`src/hdl/xvbr_pkg.sv`:
```
`default_nettype none

package xvbr_pkg;

	// Largest vector, in bytes, that one command may carry.
	localparam int DEF_MAX_VECTOR_BYTES = 32;

	// Command codes of the stream.
	localparam logic [7:0] CMD_XCOMPLETE = 8'h00;
	localparam logic [7:0] CMD_XTDOMASK  = 8'h01;
	localparam logic [7:0] CMD_XSIR      = 8'h02;
	localparam logic [7:0] CMD_XRUNTEST  = 8'h04;
	localparam logic [7:0] CMD_XREPEAT   = 8'h07;
	localparam logic [7:0] CMD_XSDRSIZE  = 8'h08;
	localparam logic [7:0] CMD_XSDRTDO   = 8'h09;
	localparam logic [7:0] CMD_XSDRB     = 8'h0C;
	localparam logic [7:0] CMD_XSDRC     = 8'h0D;
	localparam logic [7:0] CMD_XSDRE     = 8'h0E;
	localparam logic [7:0] CMD_XSTATE    = 8'h12;
	localparam logic [7:0] CMD_XENDIR    = 8'h13;
	localparam logic [7:0] CMD_XENDDR    = 8'h14;

	// Status codes.
	localparam logic [2:0] ST_OK      = 3'd0;
	localparam logic [2:0] ST_DONE    = 3'd1;
	localparam logic [2:0] ST_BADCMD  = 3'd2;
	localparam logic [2:0] ST_BADDATA = 3'd3;
	localparam logic [2:0] ST_BADSIZE = 3'd4;

	// Position inside the current command.
	typedef enum logic [3:0] {
		PH_CMD    = 4'd0,
		PH_VECTOR = 4'd1,
		PH_SIRLEN = 4'd2,
		PH_COPY   = 4'd3,
		PH_DROP1  = 4'd4,
		PH_SIZE   = 4'd5,
		PH_STATE  = 4'd6,
		PH_ENDX   = 4'd7,
		PH_HALT   = 4'd8
	} phase_t;

	// Sequencer that drains the vector store in reverse.
	typedef enum logic [1:0] {
		CT_ACCEPT  = 2'd0,
		CT_DRAIN_RD = 2'd1,
		CT_DRAIN_LD = 2'd2
	} ctl_t;

endpackage

`default_nettype wire

```
`src/hdl/xsvf_vector_byte_reverser.sv`:
```
`default_nettype none

// Channel   Dir  Handshake                    Payload
// s_axis    in   s_axis_tvalid/s_axis_tready  tdata[7:0] in_byte
// m_axis    out  m_axis_tvalid/m_axis_tready  tdata out_byte, status, widest_vector_bytes;
//                                             tlast run_last; tuser out_valid
//
// A byte that is copied, dropped or rejected gives its one result in the cycle after it is
// taken, and the next byte can be taken in that same cycle if the result leaves at once.
// The final byte of a vector is sent straight away; the remaining N-1 stored bytes then come
// out through the registered store read port and the output register, one read and one load
// per byte, and the next input byte is taken only once the last of them has been loaded.
// Reset puts the parser at a command boundary with status ok; the store is not cleared.
// A stalled output holds its result, and input is held off until that result is taken.
module xsvf_vector_byte_reverser #(
	parameter int MAX_VECTOR_BYTES = xvbr_pkg::DEF_MAX_VECTOR_BYTES
) (
	input  wire logic        clk,
	input  wire logic        arst_n,
	input  wire logic        s_axis_tvalid,
	output logic             s_axis_tready,
	input  wire logic [7:0]  s_axis_tdata,   // [7:0] in_byte
	output logic             m_axis_tvalid,
	input  wire logic        m_axis_tready,
	output logic [23:0]      m_axis_tdata,   // [7:0] out_byte, [10:8] status,
	                                         // [16:11] widest_vector_bytes, [23:17] zero
	output logic             m_axis_tlast,   // run_last
	output logic [0:0]       m_axis_tuser    // [0] out_valid
);

	// The store holds two vectors of XSDRTDO back to back.
	localparam int DEPTH = 2 * MAX_VECTOR_BYTES;
	localparam int AW    = (DEPTH > 1) ? $clog2(DEPTH) : 1;
	localparam int CW    = $clog2(DEPTH + 1);
	// The pending counter also counts the four bytes of XRUNTEST and XSDRSIZE.
	localparam int PW    = (CW > 3) ? CW : 3;

	// Parser state.
	xvbr_pkg::phase_t phase_q, phase_d;
	logic [15:0]      vbits_q, vbits_d;
	logic [PW-1:0]    pend_q, pend_d;
	logic [CW-1:0]    fill_q, fill_d;
	logic [5:0]       widest_q, widest_d;
	logic [2:0]       status_q, status_d;

	// Drain sequencer.
	xvbr_pkg::ctl_t   ctl_q, ctl_d;
	logic [AW-1:0]    rd_ptr_q;

	// Vector store, one write port and one registered read port.
	logic [7:0]       store_mem [DEPTH];
	logic [7:0]       rd_data_q;

	// Output register.
	logic             m_valid_q;
	logic [7:0]       obyte_q;
	logic             ovalid_q;
	logic             olast_q;

	logic             in_acc;
	logic             out_free;
	logic             emit;
	logic [7:0]       ebyte;
	logic             drain_start;
	logic             store_wr;
	logic [13:0]      nb;
	logic [5:0]       sir_len;
	logic [PW-1:0]    vec_len;
	logic [PW-1:0]    pend_dec;

	assign out_free      = !m_valid_q || m_axis_tready;
	assign s_axis_tready = (ctl_q == xvbr_pkg::CT_ACCEPT) && out_free;
	assign in_acc        = s_axis_tvalid && s_axis_tready;

	// Byte length of the current XSDRSIZE vector, and of an XSIR length byte.
	assign nb       = {1'b0, vbits_q[15:3]} + {13'd0, |vbits_q[2:0]};
	assign sir_len  = {1'b0, s_axis_tdata[7:3]} + {5'd0, |s_axis_tdata[2:0]};
	assign pend_dec = pend_q - PW'(1);

	// Next parser state for the byte on the input; applied only when it is accepted.
	always_comb begin
		phase_d     = phase_q;
		vbits_d     = vbits_q;
		pend_d      = pend_q;
		fill_d      = fill_q;
		widest_d    = widest_q;
		status_d    = status_q;
		emit        = 1'b0;
		ebyte       = 8'd0;
		drain_start = 1'b0;
		store_wr    = 1'b0;
		vec_len     = '0;
		case (phase_q)
			xvbr_pkg::PH_CMD: begin
				case (s_axis_tdata)
					xvbr_pkg::CMD_XCOMPLETE: begin
						emit     = 1'b1;
						ebyte    = 8'd0;
						status_d = xvbr_pkg::ST_DONE;
						phase_d  = xvbr_pkg::PH_HALT;
					end
					xvbr_pkg::CMD_XTDOMASK, xvbr_pkg::CMD_XSDRTDO,
					xvbr_pkg::CMD_XSDRB, xvbr_pkg::CMD_XSDRC, xvbr_pkg::CMD_XSDRE: begin
						if (nb > 14'(MAX_VECTOR_BYTES)) begin
							status_d = xvbr_pkg::ST_BADSIZE;
							phase_d  = xvbr_pkg::PH_HALT;
						end else begin
							// Only mask and TDO vectors count toward the widest length.
							if ((s_axis_tdata == xvbr_pkg::CMD_XTDOMASK ||
							     s_axis_tdata == xvbr_pkg::CMD_XSDRTDO) &&
							    (nb > {8'd0, widest_q})) begin
								widest_d = nb[5:0];
							end
							if (s_axis_tdata == xvbr_pkg::CMD_XSDRTDO) begin
								vec_len = {nb[PW-2:0], 1'b0};
							end else begin
								vec_len = nb[PW-1:0];
							end
							emit    = 1'b1;
							ebyte   = s_axis_tdata;
							fill_d  = '0;
							pend_d  = vec_len;
							phase_d = (vec_len == '0) ? xvbr_pkg::PH_CMD
							                          : xvbr_pkg::PH_VECTOR;
						end
					end
					xvbr_pkg::CMD_XSIR: begin
						emit    = 1'b1;
						ebyte   = s_axis_tdata;
						phase_d = xvbr_pkg::PH_SIRLEN;
					end
					xvbr_pkg::CMD_XRUNTEST: begin
						emit    = 1'b1;
						ebyte   = s_axis_tdata;
						pend_d  = PW'(4);
						phase_d = xvbr_pkg::PH_COPY;
					end
					xvbr_pkg::CMD_XREPEAT: begin
						phase_d = xvbr_pkg::PH_DROP1;
					end
					xvbr_pkg::CMD_XSDRSIZE: begin
						emit    = 1'b1;
						ebyte   = s_axis_tdata;
						pend_d  = PW'(4);
						phase_d = xvbr_pkg::PH_SIZE;
					end
					xvbr_pkg::CMD_XSTATE: begin
						emit    = 1'b1;
						ebyte   = s_axis_tdata;
						phase_d = xvbr_pkg::PH_STATE;
					end
					xvbr_pkg::CMD_XENDIR, xvbr_pkg::CMD_XENDDR: begin
						phase_d = xvbr_pkg::PH_ENDX;
					end
					default: begin
						status_d = xvbr_pkg::ST_BADCMD;
						phase_d  = xvbr_pkg::PH_HALT;
					end
				endcase
			end
			xvbr_pkg::PH_VECTOR: begin
				store_wr = 1'b1;
				fill_d   = fill_q + CW'(1);
				pend_d   = pend_dec;
				if (pend_dec == '0) begin
					// The byte just taken is the first one out; the rest come from the store.
					emit        = 1'b1;
					ebyte       = s_axis_tdata;
					drain_start = (fill_q != '0);
					fill_d      = '0;
					phase_d     = xvbr_pkg::PH_CMD;
				end
			end
			xvbr_pkg::PH_SIRLEN: begin
				if (sir_len > 6'(MAX_VECTOR_BYTES)) begin
					status_d = xvbr_pkg::ST_BADSIZE;
					phase_d  = xvbr_pkg::PH_HALT;
				end else begin
					emit    = 1'b1;
					ebyte   = s_axis_tdata;
					fill_d  = '0;
					pend_d  = PW'(sir_len);
					phase_d = (sir_len == 6'd0) ? xvbr_pkg::PH_CMD : xvbr_pkg::PH_VECTOR;
				end
			end
			xvbr_pkg::PH_COPY: begin
				emit   = 1'b1;
				ebyte  = s_axis_tdata;
				pend_d = pend_dec;
				if (pend_dec == '0) begin
					phase_d = xvbr_pkg::PH_CMD;
				end
			end
			xvbr_pkg::PH_DROP1: begin
				phase_d = xvbr_pkg::PH_CMD;
			end
			xvbr_pkg::PH_SIZE: begin
				if (pend_q >= PW'(3)) begin
					// The two high bytes of the 32-bit length must be zero.
					if (s_axis_tdata != 8'd0) begin
						status_d = xvbr_pkg::ST_BADSIZE;
						phase_d  = xvbr_pkg::PH_HALT;
					end else begin
						pend_d = pend_dec;
					end
				end else begin
					emit   = 1'b1;
					ebyte  = s_axis_tdata;
					pend_d = pend_dec;
					if (pend_q == PW'(2)) begin
						vbits_d = {8'd0, s_axis_tdata};
					end else begin
						vbits_d = {vbits_q[7:0], s_axis_tdata};
					end
					if (pend_dec == '0) begin
						phase_d = xvbr_pkg::PH_CMD;
					end
				end
			end
			xvbr_pkg::PH_STATE: begin
				if (s_axis_tdata != 8'd0 && s_axis_tdata != 8'd1) begin
					status_d = xvbr_pkg::ST_BADDATA;
					phase_d  = xvbr_pkg::PH_HALT;
				end else begin
					emit    = 1'b1;
					ebyte   = s_axis_tdata;
					phase_d = xvbr_pkg::PH_CMD;
				end
			end
			xvbr_pkg::PH_ENDX: begin
				if (s_axis_tdata != 8'd0) begin
					status_d = xvbr_pkg::ST_BADDATA;
					phase_d  = xvbr_pkg::PH_HALT;
				end else begin
					phase_d = xvbr_pkg::PH_CMD;
				end
			end
			default: begin
				// Halted: the byte is ignored and gives one empty result.
				phase_d = xvbr_pkg::PH_HALT;
			end
		endcase
	end

	// Drain sequencer next state.
	always_comb begin
		ctl_d = ctl_q;
		case (ctl_q)
			xvbr_pkg::CT_ACCEPT: begin
				if (in_acc && drain_start) begin
					ctl_d = xvbr_pkg::CT_DRAIN_RD;
				end
			end
			xvbr_pkg::CT_DRAIN_RD: begin
				ctl_d = xvbr_pkg::CT_DRAIN_LD;
			end
			xvbr_pkg::CT_DRAIN_LD: begin
				if (out_free) begin
					ctl_d = (rd_ptr_q == '0) ? xvbr_pkg::CT_ACCEPT : xvbr_pkg::CT_DRAIN_RD;
				end
			end
			default: begin
				ctl_d = xvbr_pkg::CT_ACCEPT;
			end
		endcase
	end

	always_ff @(posedge clk or negedge arst_n) begin
		if (!arst_n) begin
			ctl_q <= xvbr_pkg::CT_ACCEPT;
		end else begin
			ctl_q <= ctl_d;
		end
	end

	// Parser registers.
	always_ff @(posedge clk or negedge arst_n) begin
		if (!arst_n) begin
			phase_q  <= xvbr_pkg::PH_CMD;
			vbits_q  <= '0;
			pend_q   <= '0;
			fill_q   <= '0;
			widest_q <= '0;
			status_q <= xvbr_pkg::ST_OK;
		end else if (in_acc) begin
			phase_q  <= phase_d;
			vbits_q  <= vbits_d;
			pend_q   <= pend_d;
			fill_q   <= fill_d;
			widest_q <= widest_d;
			status_q <= status_d;
		end
	end

	// Read pointer walks the store from the entry just below the newest one down to entry zero.
	always_ff @(posedge clk or negedge arst_n) begin
		if (!arst_n) begin
			rd_ptr_q <= '0;
		end else if (in_acc && drain_start) begin
			rd_ptr_q <= AW'(fill_q - CW'(1));
		end else if (ctl_q == xvbr_pkg::CT_DRAIN_LD && out_free && rd_ptr_q != '0) begin
			rd_ptr_q <= rd_ptr_q - AW'(1);
		end
	end

	// Store: no write happens while draining, so reads never meet a write in flight.
	always_ff @(posedge clk) begin
		if (in_acc && store_wr) begin
			store_mem[fill_q[AW-1:0]] <= s_axis_tdata;
		end
		rd_data_q <= store_mem[rd_ptr_q];
	end

	// Output register.
	always_ff @(posedge clk or negedge arst_n) begin
		if (!arst_n) begin
			m_valid_q <= 1'b0;
		end else if (in_acc) begin
			m_valid_q <= 1'b1;
		end else if (ctl_q == xvbr_pkg::CT_DRAIN_LD && out_free) begin
			m_valid_q <= 1'b1;
		end else if (m_axis_tready) begin
			m_valid_q <= 1'b0;
		end
	end

	always_ff @(posedge clk) begin
		if (in_acc) begin
			obyte_q  <= ebyte;
			ovalid_q <= emit;
			olast_q  <= !drain_start;
		end else if (ctl_q == xvbr_pkg::CT_DRAIN_LD && out_free) begin
			obyte_q  <= rd_data_q;
			ovalid_q <= 1'b1;
			olast_q  <= (rd_ptr_q == '0);
		end
	end

	// Status and widest length change only when a new byte is taken, which happens only
	// as the previous result leaves, so the live registers belong to the held result.
	assign m_axis_tvalid = m_valid_q;
	assign m_axis_tdata  = {7'd0, widest_q, status_q, obyte_q};
	assign m_axis_tlast  = olast_q;
	assign m_axis_tuser  = ovalid_q;

endmodule

`default_nettype wire

```
`config.mk`:
```
export PLATFORM = sky130hd
export DESIGN_NAME = xsvf_vector_byte_reverser
export DESIGN_NICKNAME = d
export VERILOG_FILES = /design/src/hdl/xvbr_pkg.sv /design/src/hdl/xsvf_vector_byte_reverser.sv
export SDC_FILE = /design/constraint.sdc
export NUM_CORES = 1
export LEC_CHECK = 0
export BUFFER_PORTS_ARGS = -buffer_cell sky130_fd_sc_hd__buf_2
export CAP_MARGIN = 20
export CORE_AREA = 2 2 267 269
export DETAILED_ROUTE_END_ITERATION = 12
export DIE_AREA = 0 0 269 271
export SLEW_MARGIN = 0
export SYNTH_ARGS = -nofsm -noshare
export SYNTH_HDL_FRONTEND = slang
export SYNTH_SLANG_ARGS = --single-unit
```
`constraint.sdc`:
```
create_clock -name clk -period 3.2 [get_ports clk]
set_input_delay 0.8 -clock clk [delete_from_list [all_inputs] [get_ports clk]]
set_output_delay 0.8 -clock clk [all_outputs]
set_load 0.005 [all_outputs]
```
# After elaboration in Yosys (flattened, before gate mapping)
# Memories as Yosys holds them, arrays and structs flattened. A register that Yosys moved wholly into a read port is not among the register bits.
# Cells that the tools add are included.
# Widths: inputs -> output; s select.
# totals
mem_count	1
mem_bits_ro	0
ramBits	512
out_inout_bits	28
input_bits	12
latch_bits	0
reg_bits	62
# memory_table
name	depth	width	rd	rd_ports_with_merged_regs	write_ports	line	source
store_mem	64	8	1	1	1	xsvf_vector_byte_reverser.sv:51	logic [7:0] store_mem [DEPTH];
# classes
shift	0
eq_ne	39
n_div	0
muxes	69
n_lt_le_gt_ge	4
addsub	6
n_bitwise	2
n_reduce_logical	44
n_mul	0
# ops
cell	n
$mux 7	12
$mux 8	7
$pmux 4 s7	2
$pmux 8 s6	1
$eq 8x4->1 const B	5
$mux 4	7
$pmux 7 s4	1
$eq 8x5->1 const B	3
$pmux 7 s3	1
$mux 1	20
$mux 3	6
$ne 2x2->1 const B	9
$eq 4x3->1 const B	4
$eq 8x3->1 const B	2
$mux 16	1
$pmux 8 s2	1
$pmux 3 s5	1
$add 13x1->14	1
$gt 14x6->1	1
$gt 14x6->1 const B	1
$logic_not 7->1	2
$pmux 7 s2	1
$logic_not 6->1	2
$mux 6	2
other kinds (46)	71

# Depth between registers and ports, before layout
# depth
word_depth	11
depth_mapped	14
ltp_nobuf	12

# Least setup slack after synthesis
# Ideal clock, no wire load.
# synth_timing
path_type	input to register
from	in s_axis_tdata[2]
to	reg obyte_q[0] (data pin)
setup_slack_ps	-656
path_stages	12
n_path_buf	2
setup_time_ps	261
arrival_time_ps	3595
required_time_ps	2939
path_cell_list	clkbuf_1 -> clkbuf_1 -> or3_1 -> ha_1 -> ha_1 -> and4bb_2 -> a2111oi_2 -> o21ai_0 -> a21o_2 -> a211oi_2 -> nor4_4 -> a221o_1
# synth_between
elab_chain_len	6
word_cells_on_any_way	22
classes_between	1 x add/sub; 1 x order compare; 10 x eq/ne; 5 x mux; 5 x reduce/logical
# synth_rtl
element	line	source
from (decl)	xsvf_vector_byte_reverser.sv:22	input wire logic [7:0] s_axis_tdata,
$reduce_or 3->1	xsvf_vector_byte_reverser.sv:77	assign sir_len = {1'b0, s_axis_tdata[7:3]} + {5'd0, |s_axis_tdata[2:0]};
$add 5x1->6	xsvf_vector_byte_reverser.sv:77	
$gt 6x6->1	xsvf_vector_byte_reverser.sv:175	if (sir_len > 6'(MAX_VECTOR_BYTES)) begin
$mux 8	xsvf_vector_byte_reverser.sv:175	
$pmux 8 s6 (*)	xsvf_vector_byte_reverser.sv:93	case (phase_q)
$mux 8 (*)	xsvf_vector_byte_reverser.sv:328	if (in_acc) begin
to (signal assigned)	xsvf_vector_byte_reverser.sv:329	obyte_q <= ebyte;
to (signal assigned)	xsvf_vector_byte_reverser.sv:333	obyte_q <= rd_data_q;
to (decl)	xsvf_vector_byte_reverser.sv:56	logic [7:0] obyte_q;
# Every way passes the cells marked *; elsewhere a longest branch is shown, timed or not.
# A chain may end at the register's enable or synchronous reset.

# Worst setup path in the final report
# layout_timing
from	in s_axis_tdata[1]
to	reg obyte_q[7] (data pin)
# Same word-level chain as after synthesis.

==> impl_metrics.yaml <==
timing:
  period_needed_ns: 3.113
  period_share_pct: 97.28
  maxSlewViolCount: 0
  relSlewSlack_pct: 42.05
  finalWorstSetupSlack_ns: 0.08690
  max_freq_ghz: 0.3212
  tightest_slew_ns: 0.8693
  rsz0062_at_grt: "false"
  clock_skew_ns: 0.02557
  setup_viol: 0
  finalHoldViolCount: 0
clock_tree:
  cts_tree: "yes"
  htreeDepth: 2
  clkTransAtPathRegs_ns: 0.06
  clockBufferDepth: 3
  cts_root_buf: "clkbuf_16"
  clock_latency_ns: 0.64
  clock_sinks: 582
  numCtsBuffers: 58
finish:
  nNetsFinal: 1567
  diodes: 0
  drive_above_1_share_pct: 27.87
  regArea_mm2: 0.01714
  fillers: 6298
  most-common-layout-cells: "edfxtp_1 (522), mux4_2 (147), buf_4 (131)"
  layout_commonest_cell: "edfxtp_1"
  areaGrowthSynthToFinish_pct: 16.48
  utilization_pct: 40.52
  multi_input_area_mm2: 0.006708
worst_setup_path:
  crit_start: "s_axis_tdata[1]"
  crit_path_end: "obyte_q[7]"
  worstPathRequired_ns: 3.59
  start_kind: "input pin"
  crit_slowest_cell: "or3_4"
  r2r_start: "pend_q[0]"
  slowest_delay_ns: 0.43
  path_class: "input pin to flip-flop"
  reg2reg_depth: 12
  cp-end-kind: "flip-flop"
  path_cells: "buf_2, or3_4, ha_2, ha_4, and4bb_2, a2111oi_4, o21ai_1, a21o_2, a211oi_4, nor4_4, buf_4, a22o_1"
  arrival_ns: 3.50
  r2r_end: "rd_ptr_q[4]"
  r2r_setup_slack_ns: 0.17
  critical_path.max_fanout: 7
run_status:
  status: "complete, no violations"
place:
  gp_congestion: 0.8433
  dpl.hpwl_um: 37750
  place_worst_setup_slack_ns: -0.6002
  portBuffers: 32
detailed_routing:
  first_iter_violations: 1313
  top_layer_used: "met5"
  dr_wl_met3_um: 3669
  firstDrtPassIters: 5
  drc: 0
  wl_um: 56980
  routed_via_density: 5.207
  met2_length_um: 26430
  ant_nets: 0
  avgRoutedWirePerCell_um: 22.56
  wl_met1_um: 25400
  num_vias: 13150
global_routing:
  grt-ovfl-total: 0
  grt_max_degree: 81
  grt_pass1_wl_um: 85150
  grt_pass1_vias: 13170
  grt_usage_pct: 15.67
  antenna_found_initial: 4
floorplanning:
  die_w_um: 269
  num_io_pins: 40
  row_count: 97
  dieArea_mm2: 0.07290
  die_h_um: 271
  initial_core_util_pct: 34.79
  core-area_mm2: 0.06979
logic_synthesis:
  synth_xor_area_share_pct: 0.6494
  synth_seq_cells: 582
  syn-cell-area_mm2: 0.02428
  synth.area.top_cells: "edfxtp_1 (65%), mux4_2 (14%), dfrtp_1 (5.4%), nor2_1 (1.7%), o21ai_0 (1.2%)"
  ys_seq_area_share_pct: 70.59
  synthAdderAreaFrac_pct: 0.8762
  async_flop_share_pct: 8.935
  yosysWarnings: 0
  syn_inst: 1386
  synth_cell_types: 74
  synthSimpleGateAreaFrac_pct: 5.871
  synth_mux_area_share_pct: 14.96
  synth-edff-count: 522
  synth_area_per_cell_um2: 17.51
  synth_compound_gate_area_share_pct: 4.963
  synth_top_family_by_area: "multiplexers"
  synthFlopType: "edfxtp_1"
  synth_top_area_share_pct: 64.57
  synth_area_leader_cell: "edfxtp_1"
pwr:
  pwr-share-seq_pct: 41.9
  sw_frac_of_total_pct: 29.59
  power_frac_clock_pct: 30.6
  p_int_mw: 14.95
  power_frac_comb_pct: 27.5
  switching_power_mw: 6.285
  vdd_ir_drop_max_v: 0.0004049
  power_mw: 21.24
  powerDensity_mw_per_mm2: 751.1
  p_leak_nw: 9.426
min_path:
  hold_path.class: "input pin to async pin"
flow_run:
  max_cap_viol_count: 0
==> worst max-delay path, delay by kind of cell <==
family,cells,cell delay [ns]
buffers and inverters,2,0.27
adder cells (fa/ha/maj),2,0.48
AO/OA/AOI/OAI,5,1.17
AND/OR/NAND/NOR,3,0.77
==> per-stage QoR <==
step	instances	area (um^2)	setup TNS [ns]	hold WS (ns)
3_3_place_gp	2417	26440	-7.439	0.4699
2_1_floorplan	1392	24360	-2.836	0.4502
4_1_cts	2525	28260	0	0.3060
6_report	2526	28280	0	0.3001
3_5_place_dp	2417	26440	-8.896	0.4753
5_1_grt	2526	28280	0	0.3569
==> per-layer routing <==
metal  global-route usage (%)  up-vias
li1                         -     5850
met1                    22.44     6759
met2                    24.09      441
met3                    3.113      102
met4                    4.781        2
met5                        0        -
==> flip-flops by register name, summed over array words and instances, names as in the netlist, 2 cells and up <==
signal and flops:
pend_q 7, phase_q 4, obyte_q 8, status_q 3, ctl_q 2, rd_data_q 8, rd_ptr_q 6, fill_q 7
store_mem 512, vbits_q 16, widest_q 6
==> worst min-delay path by stage <==
| stage | cells past startpoint | to | startpoint | slack (ns) |
|---|---|---|---|---|
| after CTS | 2 | widest_q[5] | arst_n | 0.31 |
| after global placement | 2 | vbits_q[15] | vbits_q[15] | 0.47 |
| after floorplan | 2 | vbits_q[15] | vbits_q[15] | 0.45 |
| after detailed placement | 2 | vbits_q[13] | vbits_q[13] | 0.48 |
| final | 2 | m_axis_tvalid | arst_n | 0.30 |
| after global routing | 2 | widest_q[5] | arst_n | 0.36 |
==> cell families after synthesis <==
kind of cell | after synthesis
buffers and inverters | 114
XOR/XNOR | 18
AND/OR/NAND/NOR | 295
flip-flops | 582
AO/OA/AOI/OAI | 181
other | 1
multiplexers | 178
adder cells (fa/ha/maj) | 17
==> Yosys cell counts (11+ instances only) <==
cell type	count
nand2_1	69
nor2b_1	14
dfrtp_1	52
nor3_1	23
a21oi_1	28
nand3_1	26
inv_1	27
mux4_2	147
mux2i_1	22
buf_2	24
nor2_1	108
clkbuf_1	42
xnor2_1	11
edfxtp_1	522
ha_1	17
o21ai_0	57
==> power groups by stage <==
stage / sequential (mW) / clock (mW) / combinational [mW]
finish: 8.89 / 6.50 / 5.85
CTS: 8.90 / 6.66 / 5.92
global route: 8.93 / 6.92 / 6.27
global placement: 9.05 / 0 / 5.86
detailed placement: 9.05 / 0 / 5.91
floorplan: 8.84 / 0 / 3.98
==> repair_timing <==
action	CTS	global route
hold buffers	0	0
buffers inserted	0	1
setup endpoints to repair	0	10
gates resized for setup	0	5
endpoints found under the hold margin	0	0
==> layout make-up <==
type / instances / area share (%)
Timing Repair Buffer: 172 / 4.681
Sequential cell: 582 / 60.63
Clock buffer: 77 / 5.757
Inverter: 28 / 0.3717
Multi-Input combinational cell: 696 / 23.72
Tap cell: 940 / 4.159
Clock inverter: 31 / 0.6814
(Power assumes the default switching activity.)
